**src/rtl/rau_pkg.sv**
```systemverilog
// Shared constants, codes and state types of the rational arithmetic unit.
package rau_pkg;

    localparam int RAU_WIDTH = 32;

    localparam logic [1:0] RAU_OP_ADD = 2'd0;
    localparam logic [1:0] RAU_OP_SUB = 2'd1;
    localparam logic [1:0] RAU_OP_MUL = 2'd2;
    localparam logic [1:0] RAU_OP_DIV = 2'd3;

    localparam logic [1:0] RAU_ST_OK       = 2'd0;
    localparam logic [1:0] RAU_ST_DIVZERO  = 2'd1;
    localparam logic [1:0] RAU_ST_OVERFLOW = 2'd2;
    localparam logic [1:0] RAU_ST_ZERODEN  = 2'd3;

    typedef enum logic [2:0] {
        RAU_IDLE,
        RAU_MUL1,
        RAU_MUL2,
        RAU_MUL3,
        RAU_MUL4,
        RAU_CHECK,
        RAU_REDUCE
    } rau_state_t;

    typedef enum logic [2:0] {
        RED_IDLE,
        RED_TWOS,
        RED_GCD,
        RED_DIVN,
        RED_DIVD
    } rau_red_state_t;

endpackage

```
**src/rtl/rational_arithmetic_unit_core.sv**
```systemverilog
// Top level of the rational arithmetic unit: operand capture, products, sign and result.
//
// The block adds, subtracts, multiplies or divides two signed fractions and
// returns the exact result reduced to lowest terms with a positive denominator.
// An item is transferred in at a rising edge where start is high and busy is
// low; the operands are sampled from the operand ports at that edge. Unless
// the item fails early with an error, the block then keeps busy high until it
// has produced the single result of the item. The result appears on res_num,
// res_den and status for exactly one cycle, marked by done, and is transferred
// at the edge that ends that cycle. The receiver has no way to hold results
// back, and busy falls in the same cycle that done is high, so a new item may
// be started right then.
// An error (zero input denominator, divide by zero) gives done in the cycle
// after the transfer. Otherwise the steps MUL1 to MUL3, plus MUL4 for a sum or
// difference, use the single WIDTH x WIDTH multiplier; a zero check follows,
// and then the reduction engine strips common factors of two, runs a
// data-dependent binary gcd and divides numerator and denominator by the gcd
// with restoring division. A zero result skips the reduction.
// Reset clears the sequencer and the done strobe; no result is pending after it.
module rational_arithmetic_unit_core
    import rau_pkg::*;
#(
    parameter int WIDTH = RAU_WIDTH
)
(
    input  logic        clk,
    input  logic        rst_n,
    input  logic        start,
    output logic        busy,
    output logic        done,
    input  logic [1:0]  operation,
    input  logic [31:0] a_num,
    input  logic [31:0] a_den,
    input  logic [31:0] b_num,
    input  logic [31:0] b_den,
    output logic [31:0] res_num,
    output logic [30:0] res_den,
    output logic [1:0]  status
);

    localparam int N = 2 * WIDTH;
    localparam logic [N-1:0] HALF = N'(1) << (WIDTH - 1);

    rau_state_t     state_reg, state_next;
    logic [1:0]     op_reg, op_next;
    logic [WIDTH-1:0] an_reg, an_next;
    logic [WIDTH-1:0] ad_reg, ad_next;
    logic [WIDTH-1:0] bn_reg, bn_next;
    logic [WIDTH-1:0] bd_reg, bd_next;
    logic           sa_reg, sa_next;
    logic           sb_reg, sb_next;
    logic           bnz_reg, bnz_next;
    logic [N-1:0]   x_reg, x_next;
    logic [N-1:0]   y_reg, y_next;
    logic [N-1:0]   p_reg, p_next;
    logic           neg_reg, neg_next;
    logic           negpend_reg, negpend_next;
    logic [31:0]    res_num_reg, res_num_next;
    logic [30:0]    res_den_reg, res_den_next;
    logic [1:0]     status_reg, status_next;
    logic           done_reg, done_next;

    // Sign and magnitude of each operand, taken from the low WIDTH bits.
    logic [WIDTH-1:0] an_bits, ad_bits, bn_bits, bd_bits;
    logic [WIDTH-1:0] an_mag, ad_mag, bn_mag, bd_mag;

    assign an_bits = a_num[WIDTH-1:0];
    assign ad_bits = a_den[WIDTH-1:0];
    assign bn_bits = b_num[WIDTH-1:0];
    assign bd_bits = b_den[WIDTH-1:0];
    assign an_mag  = an_bits[WIDTH-1] ? (~an_bits + 1'b1) : an_bits;
    assign ad_mag  = ad_bits[WIDTH-1] ? (~ad_bits + 1'b1) : ad_bits;
    assign bn_mag  = bn_bits[WIDTH-1] ? (~bn_bits + 1'b1) : bn_bits;
    assign bd_mag  = bd_bits[WIDTH-1] ? (~bd_bits + 1'b1) : bd_bits;

    // The one multiplier; its operands are chosen by the sequencer step.
    logic [WIDTH-1:0] mul_a, mul_b;
    logic             is_mul, is_div, is_addsub;

    assign is_mul    = (op_reg == RAU_OP_MUL);
    assign is_div    = (op_reg == RAU_OP_DIV);
    assign is_addsub = !is_mul && !is_div;

    always_comb
    begin
        case (state_reg)
            RAU_MUL1:
            begin
                mul_a = an_reg;
                mul_b = is_mul ? bn_reg : bd_reg;
            end
            RAU_MUL2:
            begin
                if (is_mul)
                begin
                    mul_a = ad_reg;
                    mul_b = bd_reg;
                end
                else if (is_div)
                begin
                    mul_a = ad_reg;
                    mul_b = bn_reg;
                end
                else
                begin
                    mul_a = bn_reg;
                    mul_b = ad_reg;
                end
            end
            default:
            begin
                mul_a = ad_reg;
                mul_b = bd_reg;
            end
        endcase
    end

    // Sum or difference of the two cross products. The sign of the second
    // term is the sign of b, flipped for a subtract, and never negative for
    // a zero term.
    logic         s2;
    logic         eff_sub;
    logic [N:0]   add_b;
    logic [N:0]   add_res;

    assign s2      = bnz_reg ? 1'b0 : ((op_reg == RAU_OP_SUB) ? !sb_reg : sb_reg);
    assign eff_sub = (sa_reg != s2);
    assign add_b   = eff_sub ? ~{1'b0, p_reg} : {1'b0, p_reg};
    assign add_res = {1'b0, x_reg} + add_b + (N + 1)'(eff_sub);

    // Reduction engine.
    logic         red_start;
    logic         red_done;
    logic [N-1:0] red_num;
    logic [N-1:0] red_den;

    rau_reduce #(
        .WIDTH (WIDTH)
    ) u_reduce (
        .clk     (clk),
        .rst_n   (rst_n),
        .start   (red_start),
        .num     (x_reg),
        .den     (y_reg),
        .done    (red_done),
        .red_num (red_num),
        .red_den (red_den)
    );

    // Range check and two's complement form of a reduced result.
    logic             ovf;
    logic [WIDTH-1:0] num_w;

    assign ovf   = (red_den >= HALF) || (neg_reg ? (red_num > HALF) : (red_num >= HALF));
    assign num_w = neg_reg ? (~red_num[WIDTH-1:0] + 1'b1) : red_num[WIDTH-1:0];

    always_comb
    begin
        state_next   = state_reg;
        op_next      = op_reg;
        an_next      = an_reg;
        ad_next      = ad_reg;
        bn_next      = bn_reg;
        bd_next      = bd_reg;
        sa_next      = sa_reg;
        sb_next      = sb_reg;
        bnz_next     = bnz_reg;
        x_next       = x_reg;
        y_next       = y_reg;
        p_next       = N'(mul_a) * N'(mul_b);
        neg_next     = neg_reg;
        negpend_next = negpend_reg;
        res_num_next = res_num_reg;
        res_den_next = res_den_reg;
        status_next  = status_reg;
        done_next    = 1'b0;
        red_start    = 1'b0;
        case (state_reg)
            RAU_IDLE:
            begin
                if (start)
                begin
                    op_next  = operation;
                    an_next  = an_mag;
                    ad_next  = ad_mag;
                    bn_next  = bn_mag;
                    bd_next  = bd_mag;
                    sa_next  = (an_bits[WIDTH-1] != ad_bits[WIDTH-1]) && (an_mag != '0);
                    sb_next  = (bn_bits[WIDTH-1] != bd_bits[WIDTH-1]) && (bn_mag != '0);
                    bnz_next = (bn_mag == '0);
                    if (ad_mag == '0 || bd_mag == '0)
                    begin
                        res_num_next = '0;
                        res_den_next = 31'd1;
                        status_next  = RAU_ST_ZERODEN;
                        done_next    = 1'b1;
                    end
                    else if (operation == RAU_OP_DIV && bn_mag == '0)
                    begin
                        res_num_next = '0;
                        res_den_next = 31'd1;
                        status_next  = RAU_ST_DIVZERO;
                        done_next    = 1'b1;
                    end
                    else
                    begin
                        state_next = RAU_MUL1;
                    end
                end
            end
            RAU_MUL1:
            begin
                state_next = RAU_MUL2;
            end
            RAU_MUL2:
            begin
                x_next     = p_reg;
                state_next = RAU_MUL3;
            end
            RAU_MUL3:
            begin
                if (is_addsub)
                begin
                    // A borrow out means the second term was the larger one.
                    x_next       = add_res[N-1:0];
                    negpend_next = eff_sub && add_res[N];
                    neg_next     = (eff_sub && add_res[N]) ? s2 : sa_reg;
                    state_next   = RAU_MUL4;
                end
                else
                begin
                    y_next     = p_reg;
                    neg_next   = sa_reg != sb_reg;
                    state_next = RAU_CHECK;
                end
            end
            RAU_MUL4:
            begin
                y_next = p_reg;
                if (negpend_reg)
                begin
                    x_next = N'(0) - x_reg;
                end
                state_next = RAU_CHECK;
            end
            RAU_CHECK:
            begin
                if (x_reg == '0)
                begin
                    res_num_next = '0;
                    res_den_next = 31'd1;
                    status_next  = RAU_ST_OK;
                    done_next    = 1'b1;
                    state_next   = RAU_IDLE;
                end
                else
                begin
                    red_start  = 1'b1;
                    state_next = RAU_REDUCE;
                end
            end
            RAU_REDUCE:
            begin
                if (red_done)
                begin
                    if (ovf)
                    begin
                        res_num_next = '0;
                        res_den_next = 31'd1;
                        status_next  = RAU_ST_OVERFLOW;
                    end
                    else
                    begin
                        res_num_next = 32'($signed(num_w));
                        res_den_next = 31'(red_den[WIDTH-2:0]);
                        status_next  = RAU_ST_OK;
                    end
                    done_next  = 1'b1;
                    state_next = RAU_IDLE;
                end
            end
            default:
            begin
                state_next = RAU_IDLE;
            end
        endcase
    end

    always_ff @(posedge clk or negedge rst_n)
    begin
        if (!rst_n)
        begin
            state_reg <= RAU_IDLE;
            done_reg  <= 1'b0;
        end
        else
        begin
            state_reg <= state_next;
            done_reg  <= done_next;
        end
    end

    always_ff @(posedge clk)
    begin
        op_reg      <= op_next;
        an_reg      <= an_next;
        ad_reg      <= ad_next;
        bn_reg      <= bn_next;
        bd_reg      <= bd_next;
        sa_reg      <= sa_next;
        sb_reg      <= sb_next;
        bnz_reg     <= bnz_next;
        x_reg       <= x_next;
        y_reg       <= y_next;
        p_reg       <= p_next;
        neg_reg     <= neg_next;
        negpend_reg <= negpend_next;
        res_num_reg <= res_num_next;
        res_den_reg <= res_den_next;
        status_reg  <= status_next;
    end

    assign busy    = (state_reg != RAU_IDLE);
    assign done    = done_reg;
    assign res_num = res_num_reg;
    assign res_den = res_den_reg;
    assign status  = status_reg;

endmodule

```
**src/rtl/rau_reduce.sv**
```systemverilog
// Fraction reduction engine: binary gcd and restoring division on one shared subtractor.
module rau_reduce
    import rau_pkg::*;
#(
    parameter int WIDTH = RAU_WIDTH
)
(
    input  logic                   clk,
    input  logic                   rst_n,
    input  logic                   start,
    input  logic [2*WIDTH-1:0]     num,
    input  logic [2*WIDTH-1:0]     den,
    output logic                   done,
    output logic [2*WIDTH-1:0]     red_num,
    output logic [2*WIDTH-1:0]     red_den
);

    localparam int N  = 2 * WIDTH;
    localparam int CW = $clog2(N);

    rau_red_state_t state_reg, state_next;
    logic [N-1:0]   n_reg, n_next;
    logic [N-1:0]   d_reg, d_next;
    logic [N-1:0]   u_reg, u_next;
    logic [N-1:0]   v_reg, v_next;
    logic [N-1:0]   rem_reg, rem_next;
    logic [N-1:0]   q_reg, q_next;
    logic [CW-1:0]  cnt_reg, cnt_next;
    logic           done_reg, done_next;

    logic [N:0]     rem_sh;
    logic [N:0]     sub_a;
    logic [N-1:0]   sub_b;
    logic [N+1:0]   diff;
    logic           borrow;
    logic [N-1:0]   q_step;
    logic [N-1:0]   rem_step;
    logic           last;

    // The gcd compares u against v; the division compares the shifted
    // remainder against the gcd, which is left in u.
    assign rem_sh   = {rem_reg, q_reg[N-1]};
    assign sub_a    = (state_reg == RED_GCD) ? {1'b0, u_reg} : rem_sh;
    assign sub_b    = (state_reg == RED_GCD) ? v_reg : u_reg;
    assign diff     = {1'b0, sub_a} - {2'b00, sub_b};
    assign borrow   = diff[N+1];
    assign q_step   = {q_reg[N-2:0], ~borrow};
    assign rem_step = borrow ? rem_sh[N-1:0] : diff[N-1:0];
    assign last     = (cnt_reg == CW'(N - 1));

    always_comb
    begin
        state_next = state_reg;
        n_next     = n_reg;
        d_next     = d_reg;
        u_next     = u_reg;
        v_next     = v_reg;
        rem_next   = rem_reg;
        q_next     = q_reg;
        cnt_next   = cnt_reg;
        done_next  = 1'b0;
        case (state_reg)
            RED_IDLE:
            begin
                if (start)
                begin
                    n_next     = num;
                    d_next     = den;
                    state_next = RED_TWOS;
                end
            end
            RED_TWOS:
            begin
                // Common factors of two come straight off the results.
                if (!n_reg[0] && !d_reg[0])
                begin
                    n_next = n_reg >> 1;
                    d_next = d_reg >> 1;
                end
                else
                begin
                    u_next     = n_reg;
                    v_next     = d_reg;
                    state_next = RED_GCD;
                end
            end
            RED_GCD:
            begin
                if (!u_reg[0])
                begin
                    u_next = u_reg >> 1;
                end
                else if (!v_reg[0])
                begin
                    v_next = v_reg >> 1;
                end
                else if (diff == '0)
                begin
                    q_next     = n_reg;
                    rem_next   = '0;
                    cnt_next   = '0;
                    state_next = RED_DIVN;
                end
                else if (!borrow)
                begin
                    u_next = diff[N-1:0];
                end
                else
                begin
                    u_next = v_reg;
                    v_next = u_reg;
                end
            end
            RED_DIVN:
            begin
                if (last)
                begin
                    n_next     = q_step;
                    q_next     = d_reg;
                    rem_next   = '0;
                    cnt_next   = '0;
                    state_next = RED_DIVD;
                end
                else
                begin
                    q_next   = q_step;
                    rem_next = rem_step;
                    cnt_next = cnt_reg + 1'b1;
                end
            end
            RED_DIVD:
            begin
                q_next   = q_step;
                rem_next = rem_step;
                cnt_next = cnt_reg + 1'b1;
                if (last)
                begin
                    d_next     = q_step;
                    done_next  = 1'b1;
                    state_next = RED_IDLE;
                end
            end
            default:
            begin
                state_next = RED_IDLE;
            end
        endcase
    end

    always_ff @(posedge clk or negedge rst_n)
    begin
        if (!rst_n)
        begin
            state_reg <= RED_IDLE;
            cnt_reg   <= '0;
            done_reg  <= 1'b0;
        end
        else
        begin
            state_reg <= state_next;
            cnt_reg   <= cnt_next;
            done_reg  <= done_next;
        end
    end

    always_ff @(posedge clk)
    begin
        n_reg   <= n_next;
        d_reg   <= d_next;
        u_reg   <= u_next;
        v_reg   <= v_next;
        rem_reg <= rem_next;
        q_reg   <= q_next;
    end

    assign done    = done_reg;
    assign red_num = n_reg;
    assign red_den = d_reg;

endmodule

```
**config.mk**
```make
export PLATFORM = sky130hd
export DESIGN_NAME = rational_arithmetic_unit_core
export DESIGN_NICKNAME = d
export VERILOG_FILES = /design/src/rtl/rau_pkg.sv /design/src/rtl/rational_arithmetic_unit_core.sv /design/src/rtl/rau_reduce.sv
export SDC_FILE = /design/constraint.sdc
export NUM_CORES = 2
export LEC_CHECK = 0
export CAP_MARGIN = 20
export CORE_MARGIN = 1
export CORE_UTILIZATION = 30
export CTS_CLUSTER_SIZE = 25
export DETAILED_ROUTE_END_ITERATION = 6
export DONT_BUFFER_PORTS = 1
export PLACE_DENSITY = 0.55
export SLEW_MARGIN = 20
export SYNTH_ARGS = -nofsm -noshare
export SYNTH_HDL_FRONTEND = slang
export SYNTH_SLANG_ARGS = --single-unit
```
**constraint.sdc**
```tcl
create_clock -name clk -period 11 [get_ports clk]
set_input_delay 2.75 -clock clk [delete_from_list [all_inputs] [get_ports clk]]
set_output_delay 2.75 -clock clk [all_outputs]
set_load 0.005 [all_outputs]
```
Word-level counts from Yosys, hierarchy flattened. Cells that the tools add are included.

Word-level logic and storage cells: 240. Bits of input ports: 133. Register bits: 790. Output and inout port bits: 67.

Mux-type cells: 106. $lt $le $gt $ge: 3. Bitwise operators: 7. Multiply operators: 1. Equality and inequality tests: 40. Reductions and logical operators: 44. $add $sub $neg: 10.

Operators with widths (number): two-way mux 64 bit (28); one-hot mux 64 bit (3 select lines) (5); two-way mux 32 bit (16); one-hot mux 64 bit (2 select lines) (3); two-way mux 31 bit (6); adder 32 x 1 -> 32 bit (second input constant) (5); inverter 32 bit (5); two-way mux 65 bit (2); >= comparator 64 x 32 -> 1 bit (second input constant) (2); one-hot mux 32 bit (2 select lines) (2); logical NOT 32 bit (3); one-hot mux 32 bit (3 select lines) (1); one-hot mux 31 bit (3 select lines) (1); logical NOT 66 bit (1); subtractor 65 x 64 -> 66 bit (1); adder 64 x 65 -> 65 bit (1); adder 65 x 1 -> 65 bit (1); inverter 64 -> 65 bit (1); greater-than comparator 64 x 32 -> 1 bit (second input constant) (1); logical NOT 64 bit (1); multiplier 32 x 32 -> 64 bit (1); nonzero test 32 bit (2); subtractor 1 x 64 -> 64 bit (first input constant) (1); two-way mux 3 bit (12); 31 further kinds (109).

Longest topological paths before layout.
Depth in word-level cells: 10. Depth in mapped cells: 42. Depth with buffers taken out: 35.

By module. A second synthesis with hierarchy kept.

Cells, all modules: 8954. Area, all modules: 82744.4 um^2.

By module, submodules not included: rational_arithmetic_unit_core (instances 1, area each 56671.9 um^2, cells an instance 6102, sequential area each 11230.8 um^2); rau_reduce (instances 1, area each 26072.5 um^2, cells an instance 2852, sequential area each 11781.3 um^2).

Worst setup path before layout. No wires, ideal clock.

Path type: in2reg. Start point: input start. End point: register res_den_reg[0] (netlist: res_den[0]) (enable). Path slack: 0.160 ns. Required time: 10.571 ns. Arrival time: 10.411 ns. Path buffers: 0. Stages: 3. Setup time: 0.429 ns. Cells stage by stage: inv_1 -> nor2_1 -> a22o_1.

Word-level cells in the longest chain between the ends: 2.

Ends and longest elaborated chain: from (decl) (RTL line rational_arithmetic_unit_core.sv:28) `input logic start,`; inequality test 2 bit (no line); AND reduction 5 bit (no line); to (signal assigned) (RTL line rational_arithmetic_unit_core.sv:319) `res_den_reg <= res_den_next;`; to (decl) (RTL line rational_arithmetic_unit_core.sv:59) `logic [30:0] res_den_reg, res_den_next;`.

Every way passes these cells. A chain may end at the register's enable or synchronous reset.

Final worst setup path.
Start point: register state_reg[1]. End point: register p_reg[56].

Word-level cells in the longest chain between the ends: 3.

Ends and longest elaborated chain: from (decl) (RTL line rational_arithmetic_unit_core.sv:44) `rau_state_t state_reg, state_next;`; from (signal assigned) (RTL line rational_arithmetic_unit_core.sv:298) `state_reg <= state_next;`; equality test 3 x 2 -> 1 bit or equality test 3 x 1 -> 1 bit (tied branches) (RTL line rational_arithmetic_unit_core.sv:86) `case (state_reg)`; one-hot mux 32 bit (2 select lines) (RTL line rational_arithmetic_unit_core.sv:86); multiplier 32 x 32 -> 64 bit (*) (RTL line rational_arithmetic_unit_core.sv:170) `p_next = N'(mul_a) * N'(mul_b);`; via p_next[56] (RTL line rational_arithmetic_unit_core.sv:55) `logic [N-1:0] p_reg, p_next;`; to (signal assigned) (RTL line rational_arithmetic_unit_core.sv:315) `p_reg <= p_next;`; to (decl) (RTL line rational_arithmetic_unit_core.sv:55).

Mark *: on every way through the listed nets, which the timed path passes. The rest lies on a longest branch.

==> flow_summary.yaml <==
synthesis:
  synthFlopType: "edfxtp_1"
  async_reset_ff_share_pct: 1.772
  ys_seq_area_share_pct: 28.24
  synth_area_um2: 81500
  synth_edf_count: 712
  synth_nets: 10220
  ys_ff_latch: 790
  synth_cells: 8790
  syn_avg_cell_area_um2: 9.272
  ys_types: 93
  ys_warn_count: 0
floorplanning:
  io_pins: 200
  die_h_um: 523.2
  die-area_um2: 273700
  row_count: 190
  die_w_um: 523.2
  core_um2: 269100
  start_util_pct: 30.28
worst_setup_path:
  startpoint_type: "flip-flop"
  endpoint_kind: "flip-flop"
  path_class: "reg2reg"
  required_ns: 11.57
  r2r_end: "p_reg[56]"
  rr_startpoint: "state_reg[1]"
  worstPathArrival_ns: 11.30
  rrSetupSlack_ns: 0.27
  cp_max_fo: 25
  ff2ff_path_depth: 26
routing:
  vias: 66430
  viasPerCell: 5.439
  drt_iter0_drc: 6337
  ant_nets: 0
  wl_per_cell_um: 24.98
  drt-total-wl_mm: 305.1
  drt-pass1-iter-count: 7
  route.detailed.drc: 3
global_routing:
  grt_use_total_pct: 21.94
  grt_pass1_wl_mm: 449.8
  overflow: 0
  antenna_found_initial: 10
  grt_max_degree: 107
  grt_pass1_vias: 67970
place:
  post-place-ws_ns: 0.5026
  finalWeightedCongestion: 0.9580
  io_buffers: 0
  hpwl_mm: 240.1
cells_and_area:
  final_common_cell: "nand2_1"
  drive_gt1_share_pct: 5.880
  area_growth_pct: 9.838
  final_nets: 10020
  layout_common_cells: "nand2_1, inv_1, fa_1, nor2_1, edfxtp_1"
timing:
  skew_ns: 0.08196
  layout_setup_ws_ns: 0.2683
  worstMarginPinSlew_ns: 1.217
  finalHoldViolCount: 0
  setup_tns_ns: 0
  period_needed_ns: 10.73
  slew_violations: 0
  clock.fmax_mhz: 93.18
  finalCritPeriodShare_pct: 97.56
  setup_violations: 0
  rsz0062_at_grt: "false"
  relSlewSlack_pct: 18.04
worst_hold_path:
  hold_class: "reg2reg"
  holdCritStartpoint: "u_reduce.cnt_reg[0]"
  holdPathEnd: "u_reduce.cnt_reg[0]"
  holdPathStages: 1
flow_run:
  drv_cap: 0
cts:
  numCtsBuffers: 89
  clkLatencyLatePin_ns: 0.73
  cts_buffer_depth: 3
  post_cts_buffers: 0
  hold_buffers: 0
  cts_max_level: 3
  cts_root_buf: "clkbuf_16"
  cts_tree: "yes"
  clkTransAtPathRegs_ns: 0.06
  cts_num_sinks: 790
run_status:
  status: "finished with violations"
  failed_checks: "design-rule violations"
==> critical path, cell delays in order (launching register included) <==
cell and delay (ns):
dfrtp_1 0.49, nor2b_1 0.23, nand2b_1 0.37, nor2b_4 0.90
buf_4 0.39, buf_4 0.27, a221o_1 0.62, buf_4 0.30
nand2_1 0.08, fa_1 0.48, inv_1 0.05, fa_1 0.55
fa_1 0.44, fa_1 0.52, fa_1 0.43, fa_1 0.51
fa_1 0.42, ha_1 0.29, ha_1 0.43, nand4_1 0.41
nor4_1 0.67, nand2_1 0.11, nor2_1 0.34, nor3_1 0.14
o211a_1 0.35, or4_1 0.48, and3_1 0.23
==> stage by stage <==
step           instances  utilization (%)  hold WS [ns]  instance area, um2
2_1_floorplan       8790                -        0.4500               81500
3_3_place_gp       12050            32.14        0.4806               86490
3_5_place_dp       12050            32.15        0.4988               86510
4_1_cts            12210            33.26        0.5079               89490
5_1_grt            12210            33.26        0.5283               89510
6_report           12210            33.26        0.5098               89520
==> worst max-delay path by stage <==
stage | startpoint | to | slack, ns | cells past startpoint
after global placement | state_reg[1] | p_reg[48] | 0.42 | 32
after global routing | state_reg[1] | p_reg[56] | 0.01 | 26
final | state_reg[1] | p_reg[56] | 0.27 | 26
after CTS | state_reg[1] | p_reg[56] | 0.45 | 26
after detailed placement | state_reg[1] | p_reg[56] | 0.50 | 26
after floorplan | start | res_den[0] | 0.16 | 3
==> timing repair <==
item / 4_1_cts / 5_1_grt
hold endpoints to repair: 0 / 0
gates resized for setup: 0 / 2
setup endpoints to repair: 0 / 4
==> kinds of logic after synthesis <==
kind of cell	Yosys count	synth area share, %
XOR/XNOR	426	4.578
AO/OA/AOI/OAI	1688	13.64
multiplexers	232	2.856
buffers and inverters	1525	7.047
adder cells (fa/ha/maj)	1295	28.15
flip-flops	790	28.24
AND/OR/NAND/NOR	2834	15.49
==> routing by layer <==
layer / vias to the layer above / share of wire, % / routed length, um / global-route usage, %
li1: 29490 / - / - / -
met1: 33440 / 41 / 125000 / 27.83
met2: 2869 / 46 / 141000 / 36.06
met3: 631 / 6.9 / 21200 / 3.425
met4: 8 / 5.9 / 17860 / 11.25
met5: - / 0.015 / 47 / 0
==> synth_stat cells, drive strengths merged (28+ instances only) <==
master  instances  area (um2)
o21ai         467        2345
a222oi         64       640.6
edfxtp        712       21380
nor2          871        3277
a21o          108       810.8
nand4          64       400.4
nand2        1208        4537
mux2i         228        2282
o21a           34       255.2
dfxtp          64        1281
nand3          79       395.4
nand2b         51       319.1
inv           999        3750
a22oi         118       885.9
a21oi         380        1902
ha            397        4967
nor3           90       455.4
xnor2         299        2619
xor2          127        1112
and3           28       175.2
clkbuf        482        1819
a211oi         55       417.9
buf            43       170.2
nor2b          32       200.2
a221o          64       640.6
a21boi         54       405.4
fa            898       17980
nor4           66       412.9
nor3b          69       518.0
or4            51       401.6
and2           99       619.4
or3            57       362.8
a221oi         64       560.5
o21bai         30       225.2
o31ai          57       427.9
a31oi          33       206.5
==> final cells by class <==
| cell class | instances | area, um2 |
|---|---|---|
| inverters | 1000 | 3754 |
| clock inverters | 51 | 600.6 |
| flip-flops and latches | 790 | 23020 |
| well taps | 3552 | 4444 |
| repair buffers | 233 | 1878 |
| fillers | 27650 | 179600 |
| multi-input cells | 6475 | 53430 |
| diodes | 4 | 10.01 |
| clock buffers | 108 | 2385 |
Power is left out: the tool's default activity adds up to more than one toggle a clock period on the data nets, which glitch-free logic cannot reach.
